==> src/ubxrr_pkg.sv <==
// Shared types and constants for the rate-reply frame receiver.
// Depends on nothing; imported by ubxrr_parser and ubx_rate_reply_receiver.
`timescale 1ns / 1ps
`default_nettype none

package ubxrr_pkg;

    typedef enum logic [1:0] {
        OP_START = 2'd0,
        OP_BYTE  = 2'd1,
        OP_TICK  = 2'd2
    } t_opcode;

    typedef enum logic [1:0] {
        ST_OK       = 2'd0,
        ST_TIMEOUT  = 2'd1,
        ST_CSUM_ERR = 2'd2
    } t_status;

    typedef struct packed {
        t_opcode    opcode;
        logic [7:0] rx_byte;
    } t_in_word;

    typedef struct packed {
        t_status     status;
        logic [15:0] meas_rate;
        logic [15:0] nav_rate;
        logic [15:0] time_ref;
    } t_out_word;

    typedef struct packed {
        logic      valid;
        t_out_word word;
    } t_step_res;

    // Frame layout: six header bytes, six payload bytes, two check bytes.
    localparam logic [3:0] HDR_LEN   = 4'd6;
    localparam logic [3:0] SUM_START = 4'd2;
    localparam logic [3:0] CK_A_POS  = 4'd12;
    localparam logic [3:0] LAST_POS  = 4'd13;

    localparam logic [7:0]  SYNC_1        = 8'hB5;
    localparam logic [15:0] TIMEOUT_RESET = 16'd200;

    function automatic logic [7:0] hdr_byte(input logic [2:0] idx);
        logic [7:0] b;
        case (idx)
            3'd0:    b = SYNC_1;
            3'd1:    b = 8'h62;
            3'd2:    b = 8'h06;
            3'd3:    b = 8'h08;
            3'd4:    b = 8'h06;
            default: b = 8'h00;
        endcase
        return b;
    endfunction

endpackage

`default_nettype wire

==> src/ubxrr_parser.sv <==
// Frame state of the receiver: header match, Fletcher-8 sums, payload capture
// and tick counting, one word per enabled cycle. Depends on ubxrr_pkg.
`timescale 1ns / 1ps
`default_nettype none

module ubxrr_parser
    import ubxrr_pkg::*;
(
    input  wire logic        i_clk,
    input  wire logic        i_rst_n,
    input  wire logic        i_step,
    input  wire t_in_word    i_word,
    input  wire logic [15:0] i_timeout,
    output t_step_res        o_res
);

    logic        r_armed, n_armed;
    logic [3:0]  r_pos, n_pos;
    logic [7:0]  r_sum_a, n_sum_a;
    logic [7:0]  r_sum_b, n_sum_b;
    logic [15:0] r_ticks, n_ticks;
    logic [7:0]  r_payload [6];
    logic [7:0]  n_payload [6];
    logic [7:0]  r_ck_a, n_ck_a;

    logic [7:0]  add_a;
    logic [7:0]  add_b;
    logic [15:0] ticks_inc;
    logic [3:0]  pay_off;

    assign add_a     = r_sum_a + i_word.rx_byte;
    assign add_b     = r_sum_b + add_a;
    assign ticks_inc = (r_ticks == 16'hFFFF) ? r_ticks : r_ticks + 16'd1;
    assign pay_off   = r_pos - HDR_LEN;

    always_comb begin
        n_armed   = r_armed;
        n_pos     = r_pos;
        n_sum_a   = r_sum_a;
        n_sum_b   = r_sum_b;
        n_ticks   = r_ticks;
        n_payload = r_payload;
        n_ck_a    = r_ck_a;
        o_res     = '0;

        unique case (i_word.opcode)
            OP_START: begin
                n_armed = 1'b1;
                n_pos   = '0;
                n_sum_a = '0;
                n_sum_b = '0;
                n_ticks = '0;
            end
            OP_TICK: begin
                if (r_armed) begin
                    n_ticks = ticks_inc;
                    if (ticks_inc >= i_timeout) begin
                        n_armed            = 1'b0;
                        o_res.valid        = 1'b1;
                        o_res.word.status  = ST_TIMEOUT;
                    end
                end
            end
            OP_BYTE: begin
                if (r_armed) begin
                    if (r_pos < HDR_LEN) begin
                        if (i_word.rx_byte == hdr_byte(r_pos[2:0])) begin
                            if (r_pos >= SUM_START) begin
                                n_sum_a = add_a;
                                n_sum_b = add_b;
                            end
                            n_pos = r_pos + 4'd1;
                        end else begin
                            // Resync; a stray first sync byte may open a new frame.
                            n_pos   = (i_word.rx_byte == SYNC_1) ? 4'd1 : 4'd0;
                            n_sum_a = '0;
                            n_sum_b = '0;
                        end
                    end else if (r_pos < CK_A_POS) begin
                        n_payload[pay_off[2:0]] = i_word.rx_byte;
                        n_sum_a = add_a;
                        n_sum_b = add_b;
                        n_pos   = r_pos + 4'd1;
                    end else if (r_pos == CK_A_POS) begin
                        n_ck_a = i_word.rx_byte;
                        n_pos  = r_pos + 4'd1;
                    end else begin
                        n_armed     = 1'b0;
                        n_pos       = '0;
                        o_res.valid = 1'b1;
                        if (r_ck_a != r_sum_a || i_word.rx_byte != r_sum_b) begin
                            o_res.word.status = ST_CSUM_ERR;
                        end else begin
                            o_res.word.status    = ST_OK;
                            o_res.word.meas_rate = {r_payload[1], r_payload[0]};
                            o_res.word.nav_rate  = {r_payload[3], r_payload[2]};
                            o_res.word.time_ref  = {r_payload[5], r_payload[4]};
                        end
                    end
                end
            end
            default: begin
            end
        endcase
    end

    always_ff @(posedge i_clk) begin
        if (!i_rst_n) begin
            r_armed <= 1'b0;
            r_pos   <= '0;
            r_sum_a <= '0;
            r_sum_b <= '0;
            r_ticks <= '0;
        end else if (i_step) begin
            r_armed <= n_armed;
            r_pos   <= n_pos;
            r_sum_a <= n_sum_a;
            r_sum_b <= n_sum_b;
            r_ticks <= n_ticks;
        end
    end

    always_ff @(posedge i_clk) begin
        if (i_step) begin
            r_payload <= n_payload;
            r_ck_a    <= n_ck_a;
        end
    end

`ifndef SYNTHESIS
    a_pos_range: assert property (@(posedge i_clk) disable iff (!i_rst_n)
        r_pos <= LAST_POS)
        else $error("frame position beyond last check byte");

    a_result_disarms: assert property (@(posedge i_clk) disable iff (!i_rst_n)
        i_step && o_res.valid |=> !r_armed)
        else $error("receiver still armed after giving a result");

    a_result_needs_armed: assert property (@(posedge i_clk) disable iff (!i_rst_n)
        o_res.valid |-> r_armed)
        else $error("result produced while idle");

    a_start_clears: assert property (@(posedge i_clk) disable iff (!i_rst_n)
        i_step && i_word.opcode == OP_START |=> r_armed && r_pos == 4'd0
            && r_ticks == 16'd0)
        else $error("start did not rearm the receiver");
`endif

endmodule

`default_nettype wire

==> src/ubx_rate_reply_receiver.sv <==
// A word accepted into the input register is processed when it moves on into the frame logic;
// any result it gives is loaded into the result register, which drives o_out_valid.
// Throughput: one word per cycle, set by the single input register feeding the
// frame logic; processing stalls only while a result waits and i_out_ready is low.
// Reset (synchronous, active low) idles the receiver and loads timeout 200.
// Top level of the rate-reply frame receiver; depends on ubxrr_pkg and ubxrr_parser.
`timescale 1ns / 1ps
`default_nettype none

module ubx_rate_reply_receiver
    import ubxrr_pkg::*;
(
    input  wire logic        i_clk,
    input  wire logic        i_rst_n,
    input  wire logic        i_in_valid,
    output logic             o_in_ready,
    input  wire t_in_word    i_in_word,
    output logic             o_out_valid,
    input  wire logic        i_out_ready,
    output t_out_word        o_out_word,
    input  wire logic        i_cfg_we,
    input  wire logic [15:0] i_cfg_wdata
);

    logic        r_in_valid, n_in_valid;
    t_in_word    r_in_word;
    logic        r_out_valid, n_out_valid;
    t_out_word   r_out_word;
    logic [15:0] r_timeout;

    logic        advance;
    logic        in_accept;
    t_step_res   step_res;

    // The held word moves on whenever the result register can take a result.
    assign advance    = r_in_valid && (!r_out_valid || i_out_ready);
    assign o_in_ready = !r_in_valid || advance;
    assign in_accept  = i_in_valid && o_in_ready;

    ubxrr_parser u_parser (
        .i_clk     (i_clk),
        .i_rst_n   (i_rst_n),
        .i_step    (advance),
        .i_word    (r_in_word),
        .i_timeout (r_timeout),
        .o_res     (step_res)
    );

    always_comb begin
        n_in_valid = r_in_valid;
        if (in_accept) begin
            n_in_valid = 1'b1;
        end else if (advance) begin
            n_in_valid = 1'b0;
        end

        n_out_valid = r_out_valid;
        if (advance && step_res.valid) begin
            n_out_valid = 1'b1;
        end else if (i_out_ready) begin
            n_out_valid = 1'b0;
        end
    end

    always_ff @(posedge i_clk) begin
        if (!i_rst_n) begin
            r_in_valid  <= 1'b0;
            r_out_valid <= 1'b0;
            r_timeout   <= TIMEOUT_RESET;
        end else begin
            r_in_valid  <= n_in_valid;
            r_out_valid <= n_out_valid;
            if (i_cfg_we) begin
                r_timeout <= i_cfg_wdata;
            end
        end
    end

    always_ff @(posedge i_clk) begin
        if (in_accept) begin
            r_in_word <= i_in_word;
        end
        if (advance && step_res.valid) begin
            r_out_word <= step_res.word;
        end
    end

    assign o_out_valid = r_out_valid;
    assign o_out_word  = r_out_word;

`ifndef SYNTHESIS
    a_held_word_kept: assert property (@(posedge i_clk) disable iff (!i_rst_n)
        r_in_valid && !advance |=> r_in_valid && $stable(r_in_word))
        else $error("held input word lost or changed while stalled");

    a_no_overwrite: assert property (@(posedge i_clk) disable iff (!i_rst_n)
        r_out_valid && !i_out_ready |-> !(advance && step_res.valid))
        else $error("result register overwritten before it was taken");

    a_result_kept: assert property (@(posedge i_clk) disable iff (!i_rst_n)
        r_out_valid && !i_out_ready |=> r_out_valid && $stable(r_out_word))
        else $error("waiting result dropped or changed");
`endif

endmodule

`default_nettype wire
==> config.mk <==
export PLATFORM = sky130hd
export DESIGN_NAME = ubx_rate_reply_receiver
export DESIGN_NICKNAME = d
export VERILOG_FILES = /design/src/ubxrr_pkg.sv /design/src/ubxrr_parser.sv /design/src/ubx_rate_reply_receiver.sv
export SDC_FILE = /design/constraint.sdc
export NUM_CORES = 1
export LEC_CHECK = 0
export ABC_AREA = 1
export BUFFER_PORTS_ARGS = -buffer_cell sky130_fd_sc_hd__buf_2
export CAP_MARGIN = 20
export CORE_ASPECT_RATIO = 0.75
export CORE_MARGIN = 1.5
export CORE_UTILIZATION = 42
export CTS_BUF_LIST = sky130_fd_sc_hd__clkbuf_2 sky130_fd_sc_hd__clkbuf_4 sky130_fd_sc_hd__clkbuf_8
export DETAILED_ROUTE_END_ITERATION = 8
export GPL_TIMING_DRIVEN = 1
export PLACE_DENSITY_LB_ADDON = 0.2
export SLEW_MARGIN = 15
export SYNTH_ARGS = -nofsm -noshare
export SYNTH_HDL_FRONTEND = slang
export SYNTH_SLANG_ARGS = --single-unit
==> constraint.sdc <==
create_clock -name i_clk -period 11.5 [get_ports i_clk]
set_input_delay 1.725 -clock i_clk [delete_from_list [all_inputs] [get_ports i_clk]]
set_output_delay 1.725 -clock i_clk [all_outputs]
set_load 0.01 [all_outputs]
## After elaboration in Yosys (flattened, before gate mapping)

Cells that the tools add are included.

- Flip-flop bits (word level): 171
- Input port bits: 31
- Output and inout port bits: 52
- Word-level logic and storage cells: 126

- $add $sub $neg: 5
- Order comparisons: 6
- Equality and inequality tests: 16
- Muxes and demuxes: 49
- Bitwise logic cells: 5
- Reductions and logical operators: 24

Operators by type and width:

| kind | count |
|---|---|
| $mux 51 | 4 |
| $mux 8 | 14 |
| $bwmux 48 | 1 |
| $mux 48 | 1 |
| $mux 16 | 2 |
| $pmux 16 s2 | 1 |
| $pmux 8 s2 | 2 |
| $pmux 8 s4 | 1 |
| $demux 8 s3 | 1 |
| $mux 4 | 5 |
| $add 16x1->16 const B | 1 |
| $add 8x8->8 | 2 |
| $eq 16x16->1 const B | 1 |
| $ge 16x16->1 | 1 |
| $ne 8x8->1 | 2 |
| $mux 1 | 11 |
| $reduce_and 5->1 | 2 |
| $eq 8x8->1 | 1 |
| $eq 8x8->1 const B | 1 |
| $pmux 4 s2 | 1 |
| $reduce_bool 2->1 | 4 |
| $eq 3x2->1 const B | 2 |
| $mux 3 | 2 |
| $pmux 3 s2 | 1 |
| 30 further kinds | 41 |

## Logic depth before layout (Yosys ltp)

Gate-level depths: netlist of run 1.

- Word-level depth: 11
- Mapped depth: 22
- Depth with buffers taken out: 22

## Modules after synthesis

From an unflattened synthesis of run 1, not the netlist that was laid out.

- Cell total of the unflattened synthesis: 800
- Area, all modules: 8,096.5 µm²

Modules (own cells, without submodules):

| module | instances | cells an instance | area an instance (µm²) | sequential area each (µm²) |
|---|---|---|---|---|
| ubxrr_parser | 1 | 655 | 5,641.7 | 2,422.3 |
| ubx_rate_reply_receiver | 1 | 145 | 2,454.9 | 2,162.1 |

## Worst setup path after synthesis of run 1

OpenSTA, ideal clock, no wires.

- Path type: register -> register
- Start point: reg u_parser.r_ticks[0]
- End point: reg r_out_word (netlist bit o_out_word[0]) (enable)
- Library setup time: 404 ps
- Arrival time: 3,269 ps
- Data required time: 11,096 ps
- Path slack: 7,827 ps
- Stages on the path, launching flop included: 19
- Path buffers: 1
- Period minus slack after synthesis: 3,673 ps
- Cell sequence: dfxtp_1 -> ha_1 -> nand2_1 -> inv_1 -> nand2_1 -> or2_1 -> nor2_1 -> inv_2 -> buf_2 -> nand2_1 -> ha_1 -> nand2_1 -> nor4_1 -> nand2_1 -> nand3_1 -> nand2_1 -> nand2_1 -> nand2_1 -> inv_1

- Cells in the longest elaborated chain, start to end: 7
- Elaborated cells between the ends (all ways): 8
- Classes of those cells: 1 x add/sub; 1 x order compare; 1 x eq/ne; 4 x mux; 1 x reduce/logical

Ends and longest elaborated chain:

| item | line | text |
|---|---|---|
| start, declared | ubxrr_parser.sv:21 | `logic [15:0] r_ticks, n_ticks;` |
| start signal, assigned | ubxrr_parser.sv:119 | `r_ticks <= n_ticks;` |
| $add 16x1->16 or $eq 16x16->1 (tied branches) | ubxrr_parser.sv:33 | `assign ticks_inc = (r_ticks == 16'hFFFF) ? r_ticks : r_ticks + 16'd1;` |
| $mux 16 * | ubxrr_parser.sv:33 |  |
| $ge 16x16->1 * | ubxrr_parser.sv:57 | `if (ticks_inc >= i_timeout) begin` |
| $mux 3 * | ubxrr_parser.sv:57 |  |
| $mux 3 * | ubxrr_parser.sv:55 | `if (r_armed) begin` |
| $pmux 3 s2 * | ubxrr_parser.sv:46 | `unique case (i_word.opcode)` |
| $logic_and 1x1->1 * | ubx_rate_reply_receiver.sv:83 | `if (advance && step_res.valid) begin` |
| end signal, assigned | ubx_rate_reply_receiver.sv:84 | `r_out_word <= step_res.word;` |
| end, declared | ubx_rate_reply_receiver.sv:28 | `t_out_word r_out_word;` |

Every way passes the cells marked *; elsewhere a longest branch is shown, timed or not.
A chain may end at the register's enable or synchronous reset.

## Worst setup path after layout of run 1

- Start point: in i_out_ready
- End point: out o_in_ready

- Cells in the longest elaborated chain, start to end: 3

Ends and longest elaborated chain:

| item | line | text |
|---|---|---|
| start, declared | ubx_rate_reply_receiver.sv:19 | `input wire logic i_out_ready,` |
| $logic_or 1x1->1 | ubx_rate_reply_receiver.sv:36 | `assign advance = r_in_valid && (!r_out_valid \|\| i_out_ready);` |
| $logic_and 1x1->1 | ubx_rate_reply_receiver.sv:36 |  |
| $logic_or 1x1->1 | ubx_rate_reply_receiver.sv:37 | `assign o_in_ready = !r_in_valid \|\| advance;` |
| end, declared | ubx_rate_reply_receiver.sv:16 | `output logic o_in_ready,` |

Every way passes these cells.

==> impl_metrics.toml, run 1 <==
[timing]
layout_min_cycle_time_ns = 3.88
fmaxAchievable_mhz = 258
worst_slack_ns = 7.62
whs_ns = 0.466
fin_worst_skew_ns = 0.0123
rsz0062_at_grt = "false"
fin_crit_sh_pct = 33.7
setup_viol = 0
hold_violations = 0
tns_ns = 0
slew_violations = 0
max_slew_margin_pct = 52.8
tightest_slew_ns = 0.704

[synthesis]
synth_area_um2 = 8050
ys.flop_type = "edfxtp_1"
avgSynthCellArea_um2 = 9.63
synthesis.instances = 836
synth-async-reset-ratio_pct = 0
yosysSeqAreaShare_pct = 56.9
yosys_warnings = 0
synth.ff_latch_count = 171
synth-edff-count = 116
synth_cell_types = 37
syn-num-nets = 909

[setup_path]
crit_fanout = 3
cp_cell_sequence = "buf_2 > inv_1 > nand3_1 > buf_2"
cp_common_cell = "buf_2"
cp-startpoint = "i_out_ready"
worst-path-stages = 4
crit_type = "in -> out"
endpoint_kind = "output port"
cp.arrival_ns = 2.15
critPathLaunchType = "input pin"
slowest_delay_ns = 0.16
cp_data_required_time_ns = 9.78
reg2reg_depth = 18
rr_endpoint = "o_out_word[23]"
r2r_start = "u_parser.r_ticks[0]"
cp_num_buf_inv = 3
r2r_setup_slack_ns = 7.89
crit_path_top_delay_cell = "buf_2"
critical-path-top-delay-family = "buffers and inverters"
crit_end = "o_in_ready"

[cts]
ctsHoldBuffers = 0
htreeDepth = 4
cts_root_buf = "clkbuf_8"
worstSkewPairLatency_ns = 0.46
postCtsSetupBuffers = 0
cts_made_buffers = 17
clk_pin_slew_ns = 0.09
cts-resized-gates = 0
cts.path.max_buffers = 2
cts_sinks = 171
cts_tree = "built"

[power]
p_per_area_nw_per_um2 = 129
vdd_drop_max_mv = 0.0862
finalPower_mw = 1.19
p_leak_nw = 3.83

[final_layout]
stdcell_count = 1186
drive_above_1_share_pct = 17.1
design_area_um2 = 9180
fin_util_pct = 49.3
final_cell_mix = "nand2_1, inv_1, edfxtp_1"
layout_commonest_cell = "nand2_1"
final_nets = 999
diodes = 0
area_growth_pct = 14.0

[placed_design]
place_hpwl_um = 11200
place.gp.congestion = 0.843
io_buffers = 82
dp_cells = 1152
pre_cts_slack_ns = 7.57
post_dp_cell_area_um2 = 8720

[die]
rows = 43
core_um2 = 18600
die_area_um2 = 20000
die-height_um = 123
initial_core_util_pct = 43.3
die_width_um = 163
pin_count = 83

[grt]
grt_first_pass_wirelength_um = 26300
grt_max_degree = 51
grtUsageTotal_pct = 17.3
grt_antenna_before_repair = 0
overflow = 0
grt_pass1_vias = 5031

[routing]
antenna_left = 0
routed_via_density = 4.71
wire_per_inst_um = 13.7
first_pass_iters = 7
vias = 5583
first_iter_violations = 482
post-route-drc-count = 0
routed_wl_um = 16300

[hold_path]
hp-class = "reg -> reg"

[run]
drv_cap = 0

[run_status]
status = "finished clean"
-- power by group --
part	switching [mW]	internal, mW	total, mW
combinational	0.0333	0.0188	0.0521
sequential	0.0134	0.661	0.675
clock	0.234	0.226	0.460
-- registers in the layout (all words and copies together), names as in the netlist, 8 cells and up --
| signal | cells |
|---|---|
| r_in_word | 10 |
| o_out_word | 50 |
| u_parser.r_ck_a | 8 |
| u_parser.r_sum_a | 8 |
| u_parser.r_ticks | 16 |
| u_parser.r_sum_b | 8 |
| u_parser.r_payload | 48 |
| r_timeout | 16 |
-- layer usage --
| layer | track usage [%] | part of all wire [%] | up-vias |
|---|---|---|---|
| li1 | - | - | 2915 |
| met3 | 4.63 | 5.3 | 14 |
| met1 | 27.1 | 55 | 2517 |
| met2 | 23.1 | 38 | 137 |
| met5 | 0 | 0 | - |
| met4 | 4.82 | 1.4 | 0 |
-- worst register-to-register path: cells and delay by family (launching register included) --
kind / cells / cell delay [ns]
buffers and inverters: 3 / 0.58
adders and majority gates: 2 / 0.49
and+or+nand+nor: 13 / 1.79
DFF: 1 / 0.40
-- layout make-up --
| cell class | count | area [um2] |
|---|---|---|
| tap | 247 | 309 |
| timing repair buffer | 90 | 482 |
| fill | 1788 | 9430 |
| inverter | 135 | 512 |
| clock inverter | 13 | 176 |
| multi-input combinational | 511 | 2870 |
| clock buffer | 19 | 249 |
| sequential | 171 | 4580 |
-- worst min-delay path by stage --
stage | from | to | slack [ns] | cells past startpoint
6_report | r_timeout[9] | r_timeout[9] | 0.47 | 2
5_1_grt | r_timeout[5] | r_timeout[5] | 0.50 | 2
4_1_cts | r_timeout[9] | r_timeout[9] | 0.47 | 2
3_5_place_dp | r_timeout[9] | r_timeout[9] | 0.46 | 2
3_3_place_gp | r_timeout[5] | r_timeout[5] | 0.45 | 2
2_1_floorplan | r_timeout[15] | r_timeout[15] | 0.44 | 2
-- logic make-up (layout without fill, tap and decap cells) --
logic type / after synthesis / in the layout / share of synthesized area [%]
buf+inv: 154 / 257 / 7.61
compound gates: 108 / 108 / 7.35
simple gates: 329 / 329 / 17.9
flops: 171 / 171 / 56.9
xor+xnor: 32 / 32 / 3.48
fa+ha+maj: 42 / 42 / 6.71
-- synth_stat cells (11+ instances only) --
cell        n  area share (%)
nand2_1   156             7.3
inv_1     133             6.2
edfxtp_1  116              43
nor2_1     87             4.1
a21oi_1    65             4.0
dfxtp_1    55              14
ha_1       40             6.2
o21ai_0    26             1.6
nand3_1    23             1.4
xor2_1     21             2.3
nand4_1    18             1.4
nand2_2    15             1.2
clkbuf_1   12            0.56
nor3_1     11            0.68
xnor2_1    11             1.2
Power figures use the tool's default switching activity.
==> inputs of run 2 (changes only) <==
Clock period 11.5 ns to 3.74 ns, I/O delays scaled along.
==> impl_metrics.toml, run 2 (synthesized netlist as in run 1, its figures left out) <==
[final_layout]
stdcell_count = 1196
seq_area_um2 = 4580
drive_above_1_share_pct = 17.7
largest_register_ffs = 50
n_fill_cell = 1751
design_area_um2 = 9240
multi_input_area_um2 = 2860
area_growth_pct = 14.7
final_cell_mix = "nand2_1, inv_1, edfxtp_1"
final_nets = 1010
diodes = 0
layout_commonest_cell = "nand2_1"

[routing]
first_iter_violations = 416
wire_per_inst_um = 13.6
routed_wl_um = 16300
routed_via_density = 4.75
first_pass_iters = 5
antenna_left = 0
vias = 5681
post-route-drc-count = 0

[cts]
clk_pin_slew_ns = 0.09
cts.path.max_buffers = 2
worstSkewPairLatency_ns = 0.46
cts_root_buf = "clkbuf_8"
cts_tree = "built"
postCtsSetupBuffers = 0
htreeDepth = 4
cts_sinks = 171
ctsHoldBuffers = 0
cts-resized-gates = 0
cts_made_buffers = 17

[timing]
slew_violations = 0
tightest_slew_ns = 0.682
max_slew_margin_pct = 54.5
layout_min_cycle_time_ns = 3.35
rsz0062_at_grt = "false"
fin_crit_sh_pct = 89.5
setup_viol = 0
hold_violations = 0
whs_ns = 0.273
tns_ns = 0
fin_worst_skew_ns = 0.0142
fmaxAchievable_mhz = 299

[setup_path]
critPathLaunchType = "register"
endpoint_kind = "register"
crit_fanout = 29
cp_cell_sequence = "ha_1 > nand2_1 > inv_1 > nand2_1 > nor2_1 > nand4_1 > nor4_1 > nor2_1 > ha_1 > nand2_1 > nor4_1 > buf_4 > nand2_1 > nand3_1 > nand2_1 > nand2_1 > nand2_1 > inv_2 > buf_12"
slowest_delay_ns = 0.40
cp.arrival_ns = 3.52
cp_common_cell = "nand2_1"
crit_type = "reg -> reg"
cp_data_required_time_ns = 3.91
crit_path_top_delay_cell = "dfxtp_1"

[power]
p_per_area_nw_per_um2 = 386
finalPower_mw = 3.56
vdd_drop_max_mv = 0.233
p_leak_nw = 3.87

[placed_design]
place_hpwl_um = 11300
dp_cells = 1164
place.gp.congestion = 0.867
io_buffers = 82
post_dp_cell_area_um2 = 8820

[run]
drv_cap = 0

[die]
rows = 43
die_width_um = 163
die_area_um2 = 20000
initial_core_util_pct = 43.3
die-height_um = 123
pin_count = 83
core_um2 = 18600

[grt]
grtUsageTotal_pct = 17.2
grt_first_pass_wirelength_um = 26000
grt_pass1_vias = 4950
overflow = 0
grt_max_degree = 49
grt_antenna_before_repair = 0

[run_status]
status = "finished clean"

[hold_path]
hp-class = "in -> reg"
-- run 2: changes by cell type in the layout (fill, tap and decap cells not counted), moves of 2 or more --
cell	before	now
buf_2	84	82
nor3_2	3	0
nor3_1	8	11
clkbuf_4	2	0
buf_4	4	17
-- run 2: area by class of cell --
cell class / instances / share of cell area, %
clock inverter: 14 / 1.69
inverter: 135 / 5.54
timing repair buffer: 101 / 6.34
clock buffer: 17 / 2.53
sequential: 171 / 49.6
multi-input combinational: 511 / 30.9
tap: 247 / 3.35
-- run 2: power by group --
group / switching (mW) / leakage (nW) / internal [mW]
combinational: 0.121 / 2.28 / 0.0659
sequential: 0.0257 / 1.39 / 2.03
clock: 0.711 / 0.199 / 0.605
total: 0.858 / 3.87 / 2.70
-- run 2: per-layer routing --
layer,wire [um],global-route usage (%),vias up
met2,6420,23.3,172
met3,914,3.76,15
met1,8790,26.9,2559
met4,181,5.50,0
li1,-,-,2935
met5,0,0,-
-- run 2: path summary, 6_finish.rpt --
check | start | to | slack [ns] | cells past startpoint
setup / recovery | u_parser.r_ticks[0] | o_out_word[9] | 0.39 | 19
hold / removal | i_in_word[0] | r_in_word[0] | 0.27 | 1
setup reg to reg | u_parser.r_ticks[0] | o_out_word[9] | 0.39 | 19
hold reg to reg | r_timeout[7] | r_timeout[7] | 0.48 | 2
-- run 2: critical path, delay by kind of cell, from the launching register on --
family | cells | cell delay (ns)
buffers and inverters | 4 | 0.70
DFF | 1 | 0.40
adders and majority gates | 2 | 0.50
and+or+nand+nor | 13 | 1.44
-- run 2: per-stage QoR --
step	utilization, %	worst slack [ns]
finish	49.6	0.394
global route	49.6	0.128
CTS	49.5	0.401
detailed placement	47.4	0.413
global placement	47.4	0.478
floorplan	-	0.0671
